<file path="config.mk">
export PLATFORM = sky130hd
export DESIGN_NAME = phantom_clock_access_unlock
export DESIGN_NICKNAME = d
export VERILOG_FILES = /design/src/rtl/core/pcau_pkg.sv /design/src/rtl/core/phantom_clock_access_unlock.sv
export SDC_FILE = /design/constraint.sdc
export NUM_CORES = 1
export LEC_CHECK = 0
export BUFFER_PORTS_ARGS = -buffer_cell sky130_fd_sc_hd__buf_2
export CAP_MARGIN = 20
export CORE_ASPECT_RATIO = 0.7
export CORE_MARGIN = 2
export CORE_UTILIZATION = 35
export CTS_CLUSTER_DIAMETER = 50
export DETAILED_ROUTE_END_ITERATION = 10
export PLACE_DENSITY = 0.59
export SLEW_MARGIN = 20
export SYNTH_ARGS = -nofsm -noshare
export SYNTH_HDL_FRONTEND = slang
export SYNTH_SLANG_ARGS = --single-unit
</file>
<file path="constraint.sdc">
create_clock -name i_clk -period 3.8 [get_ports i_clk]
set_clock_uncertainty 0.15 [all_clocks]
set_input_delay 0.38 -clock i_clk [delete_from_list [all_inputs] [get_ports i_clk]]
set_output_delay 0.38 -clock i_clk [all_outputs]
set_load 0.02 [all_outputs]
</file>
<file path="src/rtl/core/pcau_pkg.sv">
// ----------------------------------------------------------------------------
// pcau_pkg
// types and constants of the phantom clock access and unlock block
// ----------------------------------------------------------------------------
`timescale 1ns / 1ps
`default_nettype none

package pcau_pkg;

    localparam int WORD_W  = 64;
    localparam int POS_W   = 6;
    localparam int DATA_W  = 8;
    localparam int ADDR_W  = 3;
    localparam int ACT_W   = 2;
    localparam int PADDR_W = 4;

    localparam logic [WORD_W-1:0] PATTERN_RESET = 64'h5CA3_3AC5_5CA3_3AC5;

    localparam int A2_BIT = 2;
    localparam int A0_BIT = 0;

    localparam logic [ACT_W-1:0] ACT_READ  = 2'd0;
    localparam logic [ACT_W-1:0] ACT_WRITE = 2'd1;
    localparam logic [ACT_W-1:0] ACT_RESET = 2'd2;

    localparam logic REG_MATCH_PATTERN = 1'b0;

    localparam logic [POS_W-1:0] POS_LAST = '1;

    typedef struct packed {
        logic [DATA_W-1:0] data_out;
        logic              data_changed;
        logic              clock_unlocked;
    } t_result;

endpackage

`default_nettype wire

</file>
<file path="src/rtl/core/phantom_clock_access_unlock.sv">
// ----------------------------------------------------------------------------
// phantom_clock_access_unlock
// phantom clock behind a memory socket: pattern unlock and serial time ring
// ----------------------------------------------------------------------------
//  channel   direction  handshake                    payload
//  in        input      i_in_valid / o_in_ready      action, address_low, data_in, time_bcd
//  out       output     o_out_valid / i_out_ready    data_out, data_changed, clock_unlocked
//  cfg       input      psel, penable, pwrite        paddr, pwdata, prdata (apb)
//
//  one beat/clock while ready; state updates on accept, result lands in the output register
//  a two-entry output stage (register plus skid) keeps one beat accepted during a stall
//  o_in_ready drops only when both output entries are full
//  synchronous active-low reset; match pattern resets to its default
// ----------------------------------------------------------------------------
`timescale 1ns / 1ps
`default_nettype none

module phantom_clock_access_unlock (
    input  wire logic                                 i_clk,
    input  wire logic                                 i_rst_n,
    input  wire logic                                 i_in_valid,
    output logic                                      o_in_ready,
    input  wire logic [pcau_pkg::ACT_W-1:0]           i_action,
    input  wire logic [pcau_pkg::ADDR_W-1:0]          i_address_low,
    input  wire logic [pcau_pkg::DATA_W-1:0]          i_data_in,
    input  wire logic [pcau_pkg::WORD_W-1:0]          i_time_bcd,
    output logic                                      o_out_valid,
    input  wire logic                                 i_out_ready,
    output logic [pcau_pkg::DATA_W-1:0]               o_data_out,
    output logic                                      o_data_changed,
    output logic                                      o_clock_unlocked,
    input  wire logic                                 psel,
    input  wire logic                                 penable,
    input  wire logic                                 pwrite,
    input  wire logic [pcau_pkg::PADDR_W-1:0]         paddr,
    input  wire logic [pcau_pkg::WORD_W-1:0]          pwdata,
    output logic [pcau_pkg::WORD_W-1:0]               prdata,
    output logic                                      pready
);

    logic [pcau_pkg::WORD_W-1:0] r_pattern;
    logic [pcau_pkg::POS_W-1:0]  r_pat_pos, n_pat_pos;
    logic [pcau_pkg::POS_W-1:0]  r_ring_pos, n_ring_pos;
    logic [pcau_pkg::WORD_W-1:0] r_clock_bits, n_clock_bits;
    logic                        r_unlocked, n_unlocked;
    logic                        r_cmp_en, n_cmp_en;

    logic                        r_out_valid, r_skid_valid;
    pcau_pkg::t_result           r_out, r_skid, n_result;

    logic                        accept_in, out_take, cfg_write;
    logic                        a2, a0, want, clk_bit, drive;
    logic [2*pcau_pkg::WORD_W-1:0] rot_wide;

    assign accept_in = i_in_valid && o_in_ready;
    assign out_take  = r_out_valid && i_out_ready;
    assign cfg_write = psel && penable && pwrite && pready;

    assign o_in_ready = !r_skid_valid;
    assign pready     = 1'b1;
    assign prdata     = (paddr[3] == pcau_pkg::REG_MATCH_PATTERN) ? r_pattern : '0;

    assign a2       = i_address_low[pcau_pkg::A2_BIT];
    assign a0       = i_address_low[pcau_pkg::A0_BIT];
    assign want     = r_pattern[r_pat_pos];
    assign clk_bit  = r_clock_bits[r_ring_pos];
    assign rot_wide = {i_time_bcd, i_time_bcd} << r_ring_pos;
    assign drive    = (i_action == pcau_pkg::ACT_READ) && a2 && r_unlocked;

    // access decode and state update
    always_comb begin
        n_pat_pos    = r_pat_pos;
        n_ring_pos   = r_ring_pos;
        n_clock_bits = r_clock_bits;
        n_unlocked   = r_unlocked;
        n_cmp_en     = r_cmp_en;
        case (i_action)
            pcau_pkg::ACT_READ, pcau_pkg::ACT_WRITE: begin
                if (a2) begin
                    if (!r_unlocked) begin
                        n_pat_pos = '0;
                        n_cmp_en  = 1'b1;
                    end else begin
                        n_ring_pos = r_ring_pos + 1'b1;
                        if (r_ring_pos == pcau_pkg::POS_LAST) begin
                            n_unlocked = 1'b0;
                        end
                    end
                end else if (r_cmp_en) begin
                    if (!r_unlocked) begin
                        if (want == a0) begin
                            n_pat_pos = r_pat_pos + 1'b1;
                            if (r_pat_pos == pcau_pkg::POS_LAST) begin
                                n_unlocked   = 1'b1;
                                n_clock_bits = rot_wide[2*pcau_pkg::WORD_W-1:pcau_pkg::WORD_W];
                            end
                        end else begin
                            n_cmp_en = 1'b0;
                        end
                    end else begin
                        n_ring_pos = r_ring_pos + 1'b1;
                        if (r_ring_pos == pcau_pkg::POS_LAST) begin
                            n_unlocked = 1'b0;
                        end
                    end
                end
            end
            pcau_pkg::ACT_RESET: begin
                n_pat_pos  = '0;
                n_unlocked = 1'b0;
                n_cmp_en   = 1'b1;
            end
            default: begin
            end
        endcase

        n_result.data_out       = drive ? {i_data_in[pcau_pkg::DATA_W-1:1], clk_bit}
                                        : i_data_in;
        n_result.data_changed   = (i_action == pcau_pkg::ACT_WRITE) || drive;
        n_result.clock_unlocked = n_unlocked;
    end

    always_ff @(posedge i_clk) begin
        if (!i_rst_n) begin
            r_pattern    <= pcau_pkg::PATTERN_RESET;
            r_pat_pos    <= '0;
            r_ring_pos   <= '0;
            r_clock_bits <= '0;
            r_unlocked   <= 1'b0;
            r_cmp_en     <= 1'b1;
        end else begin
            if (cfg_write && paddr[3] == pcau_pkg::REG_MATCH_PATTERN) begin
                r_pattern <= pwdata;
            end
            if (accept_in) begin
                r_pat_pos    <= n_pat_pos;
                r_ring_pos   <= n_ring_pos;
                r_clock_bits <= n_clock_bits;
                r_unlocked   <= n_unlocked;
                r_cmp_en     <= n_cmp_en;
            end
        end
    end

    // output register plus skid entry
    always_ff @(posedge i_clk) begin
        if (!i_rst_n) begin
            r_out_valid  <= 1'b0;
            r_skid_valid <= 1'b0;
        end else if (out_take || !r_out_valid) begin
            if (r_skid_valid) begin
                r_out_valid  <= 1'b1;
                r_skid_valid <= 1'b0;
            end else begin
                r_out_valid  <= accept_in;
            end
        end else if (accept_in) begin
            r_skid_valid <= 1'b1;
        end
    end

    always_ff @(posedge i_clk) begin
        if (out_take || !r_out_valid) begin
            if (r_skid_valid) begin
                r_out <= r_skid;
            end else if (accept_in) begin
                r_out <= n_result;
            end
        end else if (accept_in) begin
            r_skid <= n_result;
        end
    end

    assign o_out_valid      = r_out_valid;
    assign o_data_out       = r_out.data_out;
    assign o_data_changed   = r_out.data_changed;
    assign o_clock_unlocked = r_out.clock_unlocked;

endmodule

`default_nettype wire

</file>
* After elaboration in Yosys (flattened, before gate mapping)
Cells that the tools add are included.
Storage, ports and cells: bits of input ports 152, bits in registers 164, logic and storage cells 88, output and inout port bits 77
Operators by class: bitwise operators 5, mux-type cells 32, equality and inequality tests 9, add/subtract/negate cells 2, reductions and logical operators 23, shift operators 1, order comparisons 2
Operators by type and width (count):
- $shl A128 B6 Y128 | 1
- $mux W64 | 1
- $mux W6 | 8
- $mux W10 | 2
- $mux W1 | 16
- $lt A6 B7 Y1 const B | 2
- $add A6 B1 Y6 const B | 2
- $bmux W1 S6 | 2
- $eq A6 B6 Y1 const B | 2
- $pmux W6 S2 | 1
- $ne A3 B3 Y1 const B | 3
- $logic_and A1 B1 Y1 | 7
- $reduce_and A7 Y1 | 1
- $reduce_and A3 Y1 | 2
- $reduce_bool A2 Y1 | 3
- $not A1 Y1 | 5
- $reduce_and A5 Y1 | 1
- $pmux W1 S2 | 2
- $reduce_and A2 Y1 | 2
- $reduce_or A2 Y1 | 2
- $eq A2 B1 Y1 const B | 1
- $eq A2 B2 Y1 const B | 1
- $logic_not A1 Y1 | 2
- $logic_not A2 Y1 | 1
- other kinds (3) | 4

* Depth between registers and ports, before layout
word-level depth 10, mapped depth 11

* Least setup slack after synthesis
OpenSTA, ideal clock, no wires.
kind flip-flop to flip-flop, start point register r_ring_pos[0] in the netlist's numbering, end point register r_out, in the netlist o_data_out[0], data pin, setup slack 1.072 ns, stages on the path, launching flop included 10, setup time 0.269 ns, arrival time 2.309 ns, period minus slack after synthesis 2.728 ns, cell sequence dfxtp_1 -> buf_2 -> buf_4 -> buf_4 -> mux4_2 -> mux4_2 -> mux2i_1 -> nand2_1 -> o211ai_1 -> o21ai_0
Between the ends: word-level cells in the longest chain between the ends 5
RTL lines:
- start: declaration | line phantom_clock_access_unlock.sv:43 | logic [pcau_pkg::POS_W-1:0] r_ring_pos, n_ring_pos;
- start signal: assignment | line phantom_clock_access_unlock.sv:137 | r_ring_pos <= n_ring_pos;
- $bmux W1 S6 | line phantom_clock_access_unlock.sv:66 | assign clk_bit = r_clock_bits[r_ring_pos];
- $mux W1 (not written as such) | line phantom_clock_access_unlock.sv:66
- $mux W1 | line phantom_clock_access_unlock.sv:117 | n_result.data_out = drive ? {i_data_in[pcau_pkg::DATA_W-1:1], clk_bit}
- $mux W10 | line phantom_clock_access_unlock.sv:166 | end else if (accept_in) begin
- $mux W10 | line phantom_clock_access_unlock.sv:164 | if (r_skid_valid) begin
- end signal: assignment | line phantom_clock_access_unlock.sv:165 | r_out <= r_skid;
- end signal: assignment | line phantom_clock_access_unlock.sv:167 | r_out <= n_result;
- end: declaration | line phantom_clock_access_unlock.sv:49 | pcau_pkg::t_result r_out, r_skid, n_result;
No other way between the ends. The select of a mux whose other input is x is not followed. A chain may end at the register's enable or synchronous reset.

* Worst setup path after layout
start point register r_pat_pos[0] in the netlist's numbering, end point register r_clock_bits[53] in the netlist's numbering
Between the ends: word-level cells in the longest chain between the ends 4
RTL lines:
- start: declaration | line phantom_clock_access_unlock.sv:42 | logic [pcau_pkg::POS_W-1:0] r_pat_pos, n_pat_pos;
- start signal: assignment | line phantom_clock_access_unlock.sv:136 | r_pat_pos <= n_pat_pos;
- $bmux W1 S6 | line phantom_clock_access_unlock.sv:65 | assign want = r_pattern[r_pat_pos];
- $mux W1 (not written as such) | line phantom_clock_access_unlock.sv:65
- $eq A1 B1 Y1 | line phantom_clock_access_unlock.sv:91 | if (want == a0) begin
- $reduce_and A7 Y1 (no line) *
- end signal: assignment | line phantom_clock_access_unlock.sv:138 | r_clock_bits <= n_clock_bits;
- end: declaration | line phantom_clock_access_unlock.sv:44 | logic [pcau_pkg::WORD_W-1:0] r_clock_bits, n_clock_bits;
Every way passes the cells marked *; elsewhere a longest branch is shown, timed or not. The select of a mux whose other input is x is not followed.

==> impl_metrics.py <==
metrics = {
    "synthesis": {
        "ys_seq_elements": 164,
        "synth_edf_count": 20,
        "synth.net_count": 1365,
        "syn_inst": 1211,
        "ys_warn_count": 0,
        "synth_top_flop_cell": "dfxtp_1",
        "netlist_area_um2": 12300,
        "syn_area_per_cell_um2": 10.1,
        "ys_seq_area_share_pct": 28.4,
        "yosysUniqueCellTypes": 66,
        "async_flop_share_pct": 0,
    },
    "clock_tree": {
        "h-tree-depth": 4,
        "ctsLongestPathBuffers": 2,
        "cts.sinks": 164,
        "clock_latency_ns": 0.44,
        "clk_pin_slew_ns": 0.06,
        "cts_tree": "yes",
        "cts_buffers": 17,
        "cts_root_buf": "clkbuf_16",
    },
    "floorplanning": {
        "ioPinCount": 229,
        "die-area_um2": 36600,
        "core.rowCount": 57,
        "dieHeight_um": 161,
        "die_x_um": 228,
        "design.core.area_um2": 34600,
        "initial_utilization_pct": 35.4,
    },
    "min_path": {
        "holdPathStages": 3,
        "hold_path.class": "in -> reg",
    },
    "power_and_ir_drop": {
        "combinationalPowerShare_pct": 15.3,
        "p_clk_share_pct": 41.6,
        "internal_power_uw": 3100,
        "p_per_area_nw_per_um2": 285,
        "p_sw_share_pct": 25.8,
        "finalPower_uw": 4180,
        "ir_worst_vdd_mv": 0.221,
        "p_seq_share_pct": 43.1,
        "leakage_uw": 0.00524,
        "switchingPower_uw": 1080,
    },
    "outcome": {
        "outcome": "finished clean",
    },
    "finish": {
        "antenna_cells": 0,
        "area_delta_synth_final_pct": 19.5,
        "finalNetCount": 1562,
        "post-route-util_pct": 42.3,
        "multi_input_comb_area_um2": 8170,
        "instances_no_fill": 1892,
        "nFillCells": 3375,
        "regArea_um2": 3500,
        "drive_gt1_share_pct": 37.1,
    },
    "global_routing": {
        "grt_pass1_vias": 9610,
        "grt_max_degree": 75,
        "antenna_found_initial": 0,
        "grt-ovfl-total": 0,
        "grt_pass1_wl_um": 55200,
        "track_usage_pct": 19.6,
    },
    "place": {
        "post-place-ws_ns": 0.462,
        "hpwl_um": 26700,
        "dp.cells": 1824,
        "gp_congestion": 0.893,
        "io_buffer_count": 223,
    },
    "setup_path": {
        "slowest_delay_ns": 0.62,
        "cp-end-kind": "flip-flop",
        "cp_slowest_cell": "nor4_1",
        "reg2reg_depth": 9,
        "critPathRequiredTime_ns": 4.01,
        "startpoint_type": "flip-flop",
        "crit_type": "reg -> reg",
        "worstPathCellList": "buf_4 > ha_1 > nand3_1 > nor4_1 > nand3_1 > mux2_4 > buf_12 > or2_2 > a21boi_0",
        "cp_common_cell": "nand3_1",
        "worst-endpoint-arrival_ns": 3.54,
        "crit_fanout": 29,
    },
    "drt": {
        "wl_met3_um": 2530,
        "vias": 9952,
        "route.final.wire_length_um": 35800,
        "via_per_inst": 5.26,
        "wirelength_met1_um": 17800,
        "dr.first_iter.drc_count": 688,
        "drtAntennaViolNets": 0,
        "drc": 0,
        "top_layer": "met4",
        "wl_met2_um": 15100,
        "detail_route.wl_per_cell_um": 18.9,
        "dr.pass1.iters": 5,
    },
    "job": {
        "cap_violations": 0,
    },
    "sta": {
        "maxSlewViolCount": 0,
        "max-slew-margin-rel_pct": 30.8,
        "timing.final.ws_setup_ns": 0.465,
        "rsz0062_at_grt": "no",
        "setup_viol": 0,
        "period_needed_ns": 3.33,
        "finalCritPeriodShare_pct": 87.8,
        "final_hold_viol_count": 0,
        "setup-tns-final_ns": 0,
        "maxClockFrequency_mhz": 300,
        "tightest_slew_ns": 1.04,
    },
}
routing by layer:
layer | up-vias | track usage (%)
met1 | 4875 | 29.9
li1 | 4795 | -
met4 | 0 | 3.77
met2 | 262 | 27.4
met3 | 20 | 5.69
met5 | - | 0
cells by family after synthesis:
logic type / after synthesis / share of synthesized area [%]
XOR/XNOR: 7 / 0.500
AO/OA/AOI/OAI: 102 / 5.41
buffers and inverters: 119 / 4.96
multiplexers: 402 / 44.2
flip-flops: 164 / 28.4
other: 1 / 0.0306
AND/OR/NAND/NOR: 414 / 16.3
adder cells (fa/ha/maj): 2 / 0.204
worst max-delay path, delay by kind of cell (launching register included):
kind,cells,cell delay (ns)
compound gates,1,0.18
buf+inv,2,0.55
fa+ha+maj,1,0.21
mux,1,0.45
simple gates,4,1.21
flops,1,0.50
synth_stat cells (2+ instances only):
library cell,count,area [um^2]
buf_2,10,50.1
clkbuf_1,55,206
buf_6,7,78.8
buf_1,24,90.1
a21oi_1,56,280
mux4_2,93,2090
nor3_1,6,30.0
nor3b_1,2,15.0
edfxtp_1,20,601
or2_2,36,225
o31ai_1,2,15.0
nor2_1,35,131
nand4_1,4,25.0
or2_1,3,18.8
mux2i_1,204,2040
o21ai_0,5,25.0
o211ai_1,2,15.0
a21boi_0,23,173
nand2_1,194,728
mux2_2,98,1100
clkbuf_8,3,41.3
mux4_1,5,131
inv_1,7,26.3
dfxtp_1,144,2880
nor2b_1,74,463
a22oi_1,2,15.0
ha_1,2,25.0
xnor2_1,4,35.0
nand2b_1,6,37.5
xor2_1,3,26.3
nand3_1,38,190
nor4_1,3,18.8
buf_4,8,60.1
layout make-up:
cell class / instances / area share [%]
repair buffers: 290 / 12.2
clock buffers: 27 / 3.43
flip-flops and latches: 164 / 23.9
well taps: 472 / 4.03
inverters: 7 / 0.179
clock inverters: 4 / 0.487
multi-input cells: 928 / 55.7
power by group through the flow:
stage	clock network, uW	registers (uW)	logic [uW]
after floorplan	0	1850	346
after global placement	0	1840	589
after detailed placement	0	1840	595
after CTS	1800	1800	629
after global routing	1860	1800	684
final	1740	1800	637
sequential cells by signal (all words and copies together), names as in the netlist:
| register | cells |
|---|---|
| r_skid | 10 |
| r_cmp_en | 1 |
| r_ring_pos | 6 |
| o_data_changed | 1 |
| r_unlocked | 1 |
| r_pattern | 64 |
| r_pat_pos | 6 |
| o_out_valid | 1 |
| r_clock_bits | 64 |
| o_data_out | 8 |
| o_clock_unlocked | 1 |
| r_skid_valid | 1 |
per-stage QoR:
step	hold WS (ns)	instance area, um^2
after global routing	0.0128	14600
final	0.0237	14600
after detailed placement	0.294	13700
after floorplan	0.279	12300
after global placement	0.287	13700
after CTS	0.000983	14600
final timing paths:
kind,from,endpoint,slack [ns]
setup reg to reg,r_pat_pos[0]$_SDFFE_PN0P_,r_clock_bits[53]$_SDFFE_PN0P_,0.47
hold / removal,pwdata[42],r_pattern[42]$_SDFFE_PN0P_,0.02
hold reg to reg,r_clock_bits[10]$_SDFFE_PN0P_,r_clock_bits[10]$_SDFFE_PN0P_,0.30
setup / recovery,r_pat_pos[0]$_SDFFE_PN0P_,r_clock_bits[53]$_SDFFE_PN0P_,0.47
cells in the final DEF (no fill, tap or decap), types with 6 or more instances in the layout:
cell           instances
nand2_1              194
mux2i_1              204
buf_12                 6
a21boi_0              23
nand2b_1               6
edfxtp_1              20
mux4_2                93
clkbuf_1               6
a21oi_1               56
dfxtp_1              138
or2_2                 36
dlygate4sd3_1         37
clkbuf_16             17
nor3_1                 6
nor2_1                35
buf_4                 24
mux2_2                98
buf_2                223
inv_1                  6
nand3_1               38
nor2b_1               74
timing repair:
| action | in CTS | in global routing |
|---|---|---|
| hold endpoints to repair | 37 | 0 |
| resized for setup | 0 | 0 |
| hold buffers | 37 | 0 |
| buffers inserted | 0 | 0 |
No activity file was read; power rests on OpenSTA's default activity.
